$ cat config.mk
export PLATFORM = sky130hd
export DESIGN_NAME = permutation_unrank_lexicographic_top
export DESIGN_NICKNAME = d
export VERILOG_FILES = /design/src/rtl/core/pul_pkg.sv /design/src/rtl/core/pul_cell.sv /design/src/rtl/core/pul_pool.sv /design/src/rtl/core/permutation_unrank_lexicographic_top.sv
export SDC_FILE = /design/constraint.sdc
export NUM_CORES = 1
export LEC_CHECK = 0
export BUFFER_PORTS_ARGS = -buffer_cell sky130_fd_sc_hd__buf_2
export CAP_MARGIN = 5
export CORE_MARGIN = 2
export CORE_UTILIZATION = 47
export DETAILED_ROUTE_END_ITERATION = 16
export PLACE_DENSITY_LB_ADDON = 0.1
export SYNTH_ARGS = -nofsm -noshare
export SYNTH_HDL_FRONTEND = slang
export SYNTH_SLANG_ARGS = --single-unit
$ cat constraint.sdc
create_clock -name clk -period 12.3 [get_ports clk]
set_input_delay 1.845 -clock clk [delete_from_list [all_inputs] [get_ports clk]]
set_output_delay 1.845 -clock clk [all_outputs]
set_load 0.05 [all_outputs]
$ cat src/rtl/core/pul_pkg.sv
`timescale 1ns / 1ps
package pul_pkg;

  localparam int MAX_N  = 20;
  localparam int LEN_W  = 5;
  localparam int ELEM_W = 5;
  localparam int RANK_W = 62;
  localparam int FACT_W = 62;
  localparam int IN_DATA_W  = 72;
  localparam int OUT_DATA_W = 8;

  typedef enum logic [0:0] {
    ST_IDLE,
    ST_RUN
  } pul_state_t;

  // load: fill the row with 0..MAX_N-1; remove: drop entry sel and close the gap
  typedef struct packed {
    logic              load;
    logic              remove;
    logic [ELEM_W-1:0] sel;
  } pul_pool_ctl_t;

  function automatic logic [FACT_W-1:0] fact_of(input logic [LEN_W-1:0] m);
    logic [FACT_W-1:0] f;
    case (m)
      5'd0:    f = 62'd1;
      5'd1:    f = 62'd1;
      5'd2:    f = 62'd2;
      5'd3:    f = 62'd6;
      5'd4:    f = 62'd24;
      5'd5:    f = 62'd120;
      5'd6:    f = 62'd720;
      5'd7:    f = 62'd5040;
      5'd8:    f = 62'd40320;
      5'd9:    f = 62'd362880;
      5'd10:   f = 62'd3628800;
      5'd11:   f = 62'd39916800;
      5'd12:   f = 62'd479001600;
      5'd13:   f = 62'd6227020800;
      5'd14:   f = 62'd87178291200;
      5'd15:   f = 62'd1307674368000;
      5'd16:   f = 62'd20922789888000;
      5'd17:   f = 62'd355687428096000;
      5'd18:   f = 62'd6402373705728000;
      5'd19:   f = 62'd121645100408832000;
      default: f = 62'd2432902008176640000;
    endcase
    return f;
  endfunction

endpackage

$ cat src/rtl/core/pul_cell.sv
`timescale 1ns / 1ps
module pul_cell (
  input  logic                      clk,
  input  logic                      load,
  input  logic [pul_pkg::ELEM_W-1:0] load_val,
  input  logic                      shift,
  input  logic [pul_pkg::ELEM_W-1:0] nbr_val,
  output logic [pul_pkg::ELEM_W-1:0] val
);
  import pul_pkg::*;

  logic [ELEM_W-1:0] val_r;
  logic [ELEM_W-1:0] val_nxt;

  always_comb begin
    val_nxt = val_r;
    if (load) begin
      val_nxt = load_val;
    end else if (shift) begin
      val_nxt = nbr_val;
    end
  end

  always_ff @(posedge clk) begin
    val_r <= val_nxt;
  end

  assign val = val_r;

endmodule

$ cat src/rtl/core/pul_pool.sv
`timescale 1ns / 1ps
module pul_pool (
  input  logic                       clk,
  input  pul_pkg::pul_pool_ctl_t     ctl,
  output logic [pul_pkg::ELEM_W-1:0] sel_val
);
  import pul_pkg::*;

  logic [ELEM_W-1:0] cell_val [MAX_N];
  logic [ELEM_W-1:0] nbr_val  [MAX_N];

  for (genvar j = 0; j < MAX_N; j++) begin : g_cell
    if (j == MAX_N - 1) begin : g_tail
      assign nbr_val[j] = '0;
    end else begin : g_mid
      assign nbr_val[j] = cell_val[j + 1];
    end

    pul_cell u_cell (
      .clk      (clk),
      .load     (ctl.load),
      .load_val (ELEM_W'(j)),
      .shift    (ctl.remove && (ELEM_W'(j) >= ctl.sel)),
      .nbr_val  (nbr_val[j]),
      .val      (cell_val[j])
    );
  end

  // pick the selected entry of the remaining list
  always_comb begin
    sel_val = '0;
    for (int j = 0; j < MAX_N; j++) begin
      if (ctl.sel == ELEM_W'(j)) begin
        sel_val = sel_val | cell_val[j];
      end
    end
  end

endmodule

$ cat src/rtl/core/permutation_unrank_lexicographic_top.sv
`timescale 1ns / 1ps
// Each item is decoded position by position: the digit of each position is found
// by the single 62-bit compare-subtract against the factorial table, one step per
// cycle; each element waits while the output is stalled, and a new item is
// accepted only after the last element of the current one has been emitted.
// Reset: synchronous active-low rst_n clears the sequencer and output valid.
module permutation_unrank_lexicographic_top (
  input  logic                           clk,
  input  logic                           rst_n,
  input  logic                           in_tvalid,
  output logic                           in_tready,
  // [4:0] perm_length, [66:5] rank_index, [71:67] zero
  input  logic [pul_pkg::IN_DATA_W-1:0]  in_tdata,
  output logic                           out_tvalid,
  input  logic                           out_tready,
  // [4:0] element, [7:5] zero
  output logic [pul_pkg::OUT_DATA_W-1:0] out_tdata,
  output logic                           out_tlast,
  // [0] range_error
  output logic                           out_tuser
);
  import pul_pkg::*;

  pul_state_t        state_r, state_nxt;
  logic [RANK_W-1:0] k_r, k_nxt;
  logic [LEN_W-1:0]  left_r, left_nxt;
  logic [ELEM_W-1:0] d_r, d_nxt;
  logic              bad_r, bad_nxt;
  logic              out_valid_r, out_valid_nxt;
  logic [ELEM_W-1:0] out_elem_r, out_elem_nxt;
  logic              out_last_r, out_last_nxt;
  logic              out_err_r, out_err_nxt;

  logic [LEN_W-1:0]  in_len;
  logic [RANK_W-1:0] in_rank;
  logic [LEN_W-1:0]  n_sat;
  logic              in_fire;
  logic              can_sub;
  logic              out_free;
  logic              emit;
  logic [FACT_W-1:0] step_fact;
  logic [ELEM_W-1:0] pool_val;
  pul_pool_ctl_t     pool_ctl;

  assign in_len  = in_tdata[LEN_W-1:0];
  assign in_rank = in_tdata[LEN_W +: RANK_W];

  always_comb begin
    n_sat = in_len;
    if (in_len == '0) begin
      n_sat = LEN_W'(1);
    end else if (in_len > LEN_W'(MAX_N)) begin
      n_sat = LEN_W'(MAX_N);
    end
  end

  assign in_tready = (state_r == ST_IDLE);
  assign in_fire   = in_tvalid && in_tready;
  assign step_fact = fact_of(left_r - LEN_W'(1));
  assign can_sub   = !bad_r && (({1'b0, d_r} + 6'd1) < {1'b0, left_r}) && (k_r >= step_fact);
  assign out_free  = !out_valid_r || out_tready;
  assign emit      = (state_r == ST_RUN) && !can_sub && out_free;

  // next state
  always_comb begin
    state_nxt = state_r;
    unique case (state_r)
      ST_IDLE: begin
        if (in_fire) begin
          state_nxt = ST_RUN;
        end
      end
      ST_RUN: begin
        if (emit && left_r == LEN_W'(1)) begin
          state_nxt = ST_IDLE;
        end
      end
      default: state_nxt = ST_IDLE;
    endcase
  end

  // datapath and outputs
  always_comb begin
    k_nxt         = k_r;
    left_nxt      = left_r;
    d_nxt         = d_r;
    bad_nxt       = bad_r;
    out_valid_nxt = out_valid_r && !out_tready;
    out_elem_nxt  = out_elem_r;
    out_last_nxt  = out_last_r;
    out_err_nxt   = out_err_r;
    pool_ctl      = '{load: 1'b0, remove: 1'b0, sel: d_r};
    unique case (state_r)
      ST_IDLE: begin
        if (in_fire) begin
          k_nxt         = in_rank;
          left_nxt      = n_sat;
          d_nxt         = '0;
          bad_nxt       = (in_rank >= fact_of(n_sat));
          pool_ctl.load = 1'b1;
        end
      end
      ST_RUN: begin
        if (can_sub) begin
          k_nxt = k_r - step_fact;
          d_nxt = d_r + ELEM_W'(1);
        end else if (emit) begin
          out_valid_nxt   = 1'b1;
          out_elem_nxt    = bad_r ? '0 : pool_val;
          out_last_nxt    = (left_r == LEN_W'(1));
          out_err_nxt     = bad_r;
          pool_ctl.remove = !bad_r;
          left_nxt        = left_r - LEN_W'(1);
          d_nxt           = '0;
        end
      end
      default: ;
    endcase
  end

  always_ff @(posedge clk) begin
    if (!rst_n) begin
      state_r     <= ST_IDLE;
      out_valid_r <= 1'b0;
      left_r      <= LEN_W'(1);
      d_r         <= '0;
      bad_r       <= 1'b0;
    end else begin
      state_r     <= state_nxt;
      out_valid_r <= out_valid_nxt;
      left_r      <= left_nxt;
      d_r         <= d_nxt;
      bad_r       <= bad_nxt;
    end
  end

  always_ff @(posedge clk) begin
    k_r        <= k_nxt;
    out_elem_r <= out_elem_nxt;
    out_last_r <= out_last_nxt;
    out_err_r  <= out_err_nxt;
  end

  pul_pool u_pool (
    .clk     (clk),
    .ctl     (pool_ctl),
    .sel_val (pool_val)
  );

  assign out_tvalid = out_valid_r;
  assign out_tdata  = {(OUT_DATA_W - ELEM_W)'(0), out_elem_r};
  assign out_tlast  = out_last_r;
  assign out_tuser  = out_err_r;

  a_digit_in_list: assert property (@(posedge clk) disable iff (!rst_n)
    (state_r == ST_RUN) |-> (d_r < left_r))
    else $error("digit reached the size of the remaining list");

  a_accept_starts: assert property (@(posedge clk) disable iff (!rst_n)
    in_fire |=> (state_r == ST_RUN) && (d_r == '0))
    else $error("accepted item did not start a run");

  a_last_ends: assert property (@(posedge clk) disable iff (!rst_n)
    (emit && left_r == LEN_W'(1)) |=> (state_r == ST_IDLE) && out_tvalid && out_tlast)
    else $error("final position did not end the run with a marked result");

  a_error_zero: assert property (@(posedge clk) disable iff (!rst_n)
    (out_tvalid && out_tuser) |-> (out_tdata == '0))
    else $error("out-of-range result carries a nonzero element");

  a_no_overrun: assert property (@(posedge clk) disable iff (!rst_n)
    (out_tvalid && !out_tready) |=> !$past(emit))
    else $error("result overwritten before transfer");

endmodule
[Yosys cells after proc, flatten, opt, wreduce, memory -nomap -nowiden]
Memory sizes are Yosys's and may differ from the RTL's.
Cells that the tools add are included.
Cells by class
  add/sub/neg operators: 4
  multipliers: 0
  divide/modulo/power cells: 0
  order comparisons: 24
  equal/unequal tests: 25
  shift-type cells: 0
  muxes and demuxes: 45
  bitwise operators: 21
  reduce and logical (&&, ||, !) cells: 39
Operators by type and width (count)
  $mux 62: 4
  $mux 5: 28
  $ge 62x62->1: 2
  $pmux 62 s2: 1
  $or 5x5->5: 19
  $sub 62x62->62: 1
  $eq 5x4->1 const B: 8
  $ge 4x5->1 const A: 8
  $logic_and 1x1->1: 27
  $eq 5x3->1 const B: 4
  $eq 5x5->1 const B: 4
  $ge 3x5->1 const A: 4
  $ge 5x5->1 const A: 4
  $pmux 5 s2: 2
  $eq 5x1->1 const B: 2
  $eq 5x2->1 const B: 2
  $ge 1x5->1 const A: 2
  $ge 2x5->1 const A: 2
  $logic_not 5->1: 2
  $mux 1: 9
  $add 5x1->6 const B: 1
  $lt 6x5->1: 1
  $ne 2x1->1 const B: 3
  $reduce_and 2->1: 3
  10 further kinds: 15
Storage, ports and cells
  register bits: 174
  latch bits: 0
  bits in writable memories: 0
  bits in read-only memories: 3648
  input port bits: 76
  output and inout bits: 12
  logic and storage cells: 189
  memories kept: 2
Memory list
  (no name shown): words 32, width 57, rd ports 1, clocked after memory_dff 0, wr ports 0, line pul_pkg.sv:26  | case (m)
  (no name shown): words 32, width 57, rd ports 1, clocked after memory_dff 0, wr ports 0, line pul_pkg.sv:26

[Depth between registers and ports, before layout]
  depth in word-level cells: 40
  mapped depth: 23
  gate-level depth less buffers: 18

[By module]
From an unflattened synthesis, not the netlist that was laid out.
Second synthesis, totals
  cells, all modules: 1601
  area total of the unflattened synthesis: 15444.8 um2
Modules (own cells, without submodules)
  permutation_unrank_lexicographic_top: instances 1, cells an instance 1208, area an instance 10045.9 um2, sequential area each 2332.2 um2
  pul_cell: instances 20, cells an instance 11, area an instance 212.7 um2, sequential area each 150.1 um2
  pul_pool: instances 1, cells an instance 173, area an instance 1144.8 um2, sequential area each 0.0 um2

[Worst setup path after synthesis]
Ideal clock, no wire load.
  path type: register to register
  from: register left_r[0]
  to: register k_r[0] (enable)
  setup time: 568 ps
  arrival time: 8711 ps
  required time: 11732 ps
  slack: 3022 ps
  stages on the path, launching flop included: 21
  path buffers: 6
  period minus slack after synthesis: 9278 ps
  cell sequence: dfxtp_1 clkbuf_1 inv_1 ha_1 inv_1 nor3_1 xnor2_1 clkbuf_1 clkbuf_1 o22ai_1 ha_1 clkbuf_1 nand4_1 nor3_2 nand2_1 o31a_1 a311oi_2 o21ai_2 buf_2 buf_2 o21ai_0
On the way
  word-level cells in the longest chain between the ends: 6
  elaborated cells on any way between the ends: 8
  classes of those cells: add/sub (1); order compare (2); eq/ne (1); reduce/logical (3); memory (1)
RTL lines
  start: declaration: line permutation_unrank_lexicographic_top.sv:26  | logic [LEN_W-1:0] left_r, left_nxt;
  start signal: assignment: line permutation_unrank_lexicographic_top.sv:131  | left_r <= left_nxt;
  $sub 5x1->5: line permutation_unrank_lexicographic_top.sv:59  | assign step_fact = fact_of(left_r - LEN_W'(1));
  $mem_v2 32x57
  $ge 62x62->1: line permutation_unrank_lexicographic_top.sv:60  | assign can_sub = !bad_r && (({1'b0, d_r} + 6'd1) < {1'b0, left_r}) && (k_r >= step_fact);
  $logic_and 1x1->1 *: line permutation_unrank_lexicographic_top.sv:60
  $ne 2x1->1 (no line) *
  $reduce_and 2->1 (no line) *
  end signal: assignment: line permutation_unrank_lexicographic_top.sv:138  | k_r <= k_nxt;
  end: declaration: line permutation_unrank_lexicographic_top.sv:25  | logic [RANK_W-1:0] k_r, k_nxt;
Mark *: on every way between the ends. The rest lies on a longest branch, timed or not.
A chain may end at the register's enable or synchronous reset.

[Final worst setup path]
  from: register left_r[0]
  to: register k_r[53] (enable)
Same word-level chain as after synthesis.

==> impl_metrics.csv <==
group,metric,value,unit
status,outcome,"finished, final reports clean",
critical_path,endpoint_kind,"flop",
final_layout,layout-drive-gt1-share,10.91,%
synthesis,yosysSeqAreaShare,28.06,%
clocking,cts_setup_buffers,0,
placement,gp_congestion,0.9886,
global_routing,grt_usage,30.44,%
detailed_routing,ant_nets,0,
synthesis,synth.avg_cell_area,8.045,um^2
detailed_routing,via_per_inst,6.323,
critical_path,worstSetupPathType,"reg -> reg",
timing,hold_viol,0,
clocking,clk_latency,0.44,ns
detailed_routing,routed_wl,48.31,mm
synthesis,synth_edf_count,69,
timing,max_freq,0.1441,GHz
clocking,cts.sinks,167,
global_routing,antenna_found_initial,1,
floorplanning,die_area,0.03200,mm^2
clocking,cts_buffers,17,
clocking,clk_pin_slew,0.07,ns
clocking,cts-root-buf,"clkbuf_16",
final_layout,final_nets,1998,
clocking,cts-htree-levels,4,
floorplanning,rows,64,
timing,timing.final.crit_share,56.43,%
global_routing,grt_pass1_vias,12900,
critical_path,critical_path_required,12.36,ns
detailed_routing,drt_iter0_markers,1446,
detailed_routing,post_drt_wl_per_cell,22.03,um
detailed_routing,top_layer_used,"met5",
power_and_ir_drop,power_density,336.5,mW/mm^2
synthesis,postSynth.asyncResetShare,0,%
timing,finalSetupTns,0,ns
clocking,clock_path_buffers,2,
final_layout,final_cells,2193,
global_routing,grt_pass1_wl,74.73,mm
detailed_routing,dr_wl_met3,3.275,mm
floorplanning,ios,88,
detailed_routing,route.detailed.drc,0,
timing,holdWs,0.4771,ns
final_layout,diodes,0,
timing,clock_skew,0.009557,ns
detailed_routing,vias,13870,
clocking,cts_resized,0,
timing,setup_viol_count_final,0,
power_and_ir_drop,totalPowerFinal,5219,uW
placement,io_buffers,79,
detailed_routing,wl_met1,22.38,mm
global_routing,grt_max_degree,69,
timing,period_needed,6.941,ns
critical_path,crit_path_max_fanout,62,
placement,dp_cells,2161,
synthesis,syn_area,0.01438,mm^2
min_path,min_path_type,"reg -> reg",
timing,tightestPinTransition,1.033,ns
global_routing,gr-total-overflow,0,
detailed_routing,first_pass_iters,7,
clocking,cts_tree,"done",
run,max-cap-violations,0,
clocking,cts_hold_buffers,0,
timing,drv_slew,0,
placement,dpl.hpwl,36.80,mm
floorplanning,die_y,178.9,um
floorplanning,initial_core_util,47.37,%
timing,relSlewSlack,30.87,%
critical_path,arrival,7.01,ns
final_layout,area_delta_synth_final,7.903,%
synthesis,ys_ff_latch,167,
timing,rsz0062_at_grt,"no",
synthesis,synthCells,1787,
synthesis,yosys_warnings,0,
detailed_routing,wl_met2,21.85,mm
power_and_ir_drop,peakVddDrop,172.9,uV
power_and_ir_drop,p_leak,0.006170,uW
synthesis,ys_types,91,
floorplanning,core,0.03035,mm^2
critical_path,worst_setup_path_start_kind,"flop",
synthesis,synth-main-ff-cell,"dfxtp_1",
floorplanning,dieWidth,178.9,um
worst paths after layout:
check / startpoint / endpoint / slack [ns] / cells after the start
worst max-delay path: left_r[0] / k_r[53] / 5.36 / 17
worst min-delay path: u_pool.g_cell[0].u_cell.val[4] / u_pool.g_cell[0].u_cell.val[4] / 0.48 / 2
worst max register to register: left_r[0] / k_r[53] / 5.36 / 17
worst min register to register: u_pool.g_cell[0].u_cell.val[4] / u_pool.g_cell[0].u_cell.val[4] / 0.48 / 2
synthesized netlist by cell type (all sizes together) (5+ instances only):
cell type | instances | area [um^2]
a211o | 7 | 61.31
a211oi | 19 | 142.6
a21boi | 12 | 93.83
a21o | 44 | 330.3
a21oi | 156 | 784.5
a221oi | 8 | 70.07
a22o | 10 | 87.58
a22oi | 11 | 82.58
a31oi | 15 | 93.84
a41oi | 5 | 43.79
and2 | 12 | 75.07
and3 | 12 | 75.07
and4 | 6 | 52.55
buf | 27 | 175.2
clkbuf | 91 | 342.8
dfxtp | 98 | 1962
edfxtp | 69 | 2072
ha | 137 | 1714
inv | 54 | 202.7
mux2 | 41 | 461.7
mux2i | 43 | 430.4
nand2 | 210 | 788.3
nand2b | 18 | 112.6
nand3 | 91 | 460.4
nand4 | 34 | 212.7
nor2 | 124 | 465.5
nor2b | 18 | 112.6
nor3 | 34 | 175.2
nor4 | 14 | 87.58
o211ai | 22 | 170.2
o21a | 24 | 181.4
o21ai | 134 | 674.4
o21bai | 12 | 90.09
o22ai | 7 | 43.79
o311ai | 11 | 96.34
o31ai | 13 | 97.59
or2 | 10 | 62.57
or3 | 18 | 112.6
or4 | 7 | 52.55
xnor2 | 29 | 254.0
xor2 | 19 | 166.4
placed cells by master, fill, tap and decap left out, types with 43 or more instances in the layout:
| cell type | count |
|---|---|
| nand2_1 | 209 |
| a21oi_1 | 155 |
| ha_1 | 137 |
| o21ai_0 | 129 |
| nor2_1 | 124 |
| dfxtp_1 | 97 |
| nand3_1 | 90 |
| buf_2 | 79 |
| edfxtp_1 | 69 |
| inv_1 | 53 |
| a21o_1 | 44 |
| mux2i_1 | 43 |
flip-flops by register name, indices dropped and copies added (netlist names):
name                      count
u_pool.g_cell.u_cell.val     85
k_r                          62
d_r                           5
left_r                        5
out_elem_r                    5
bad_r                         1
out_tlast                     1
out_tuser                     1
out_tvalid                    1
state_r                       1
report_power, final:
part	leakage, uW	switching (uW)	internal (uW)
Clock	0.000301	265	299
Combinational	0.00440	2320	1330
Sequential	0.00147	148	862
Total	0.00617	2730	2490
routing by layer:
metal  vias to the layer above  GRT usage (%)
li1                       6634              -
met3                        50          5.047
met2                       533          48.19
met5                         -              0
met4                         2          6.470
met1                      6648          43.41
cells by family after synthesis:
| family | count (synthesis) | share of synthesized area, % |
|---|---|---|
| compound gates | 553 | 24.89 |
| xor+xnor | 48 | 2.924 |
| fa+ha+maj | 138 | 12.06 |
| buf+inv | 172 | 5.013 |
| flops | 167 | 28.06 |
| mux | 85 | 6.362 |
| other cells | 1 | 0.02608 |
| simple gates | 623 | 20.66 |
stage by stage:
step	util [%]	area, um^2	setup WS [ns]
floorplan	-	14380	3.022
global placement	49.09	14900	5.595
detailed placement	49.09	14900	5.527
CTS	51.11	15510	5.498
global route	51.11	15510	5.016
finish	51.11	15510	5.359
area by class of cell:
cell class,count,area (um^2)
Clock inverter,12,125.1
Sequential cell,167,4038
Timing Repair Buffer,94,508.0
Inverter,54,202.7
Clock buffer,20,489.2
Tap cell,396,495.5
Fill cell,2971,14840
Multi-Input combinational cell,1450,9654
critical path, stage by stage, from the launching register on:
cell	delay, ns
dfxtp_1	0.68
inv_1	0.28
ha_1	0.32
inv_1	0.14
ha_1	0.54
nand2b_1	0.41
nor2_1	0.42
o21ai_0	0.19
ha_1	0.49
nand3_1	0.17
nor4_1	0.52
nand2_1	0.23
o31a_1	0.36
a311oi_2	0.36
o21ai_4	0.08
buf_4	0.34
o21ai_4	0.19
buf_4	0.68
Power figures use the tool's default switching activity.
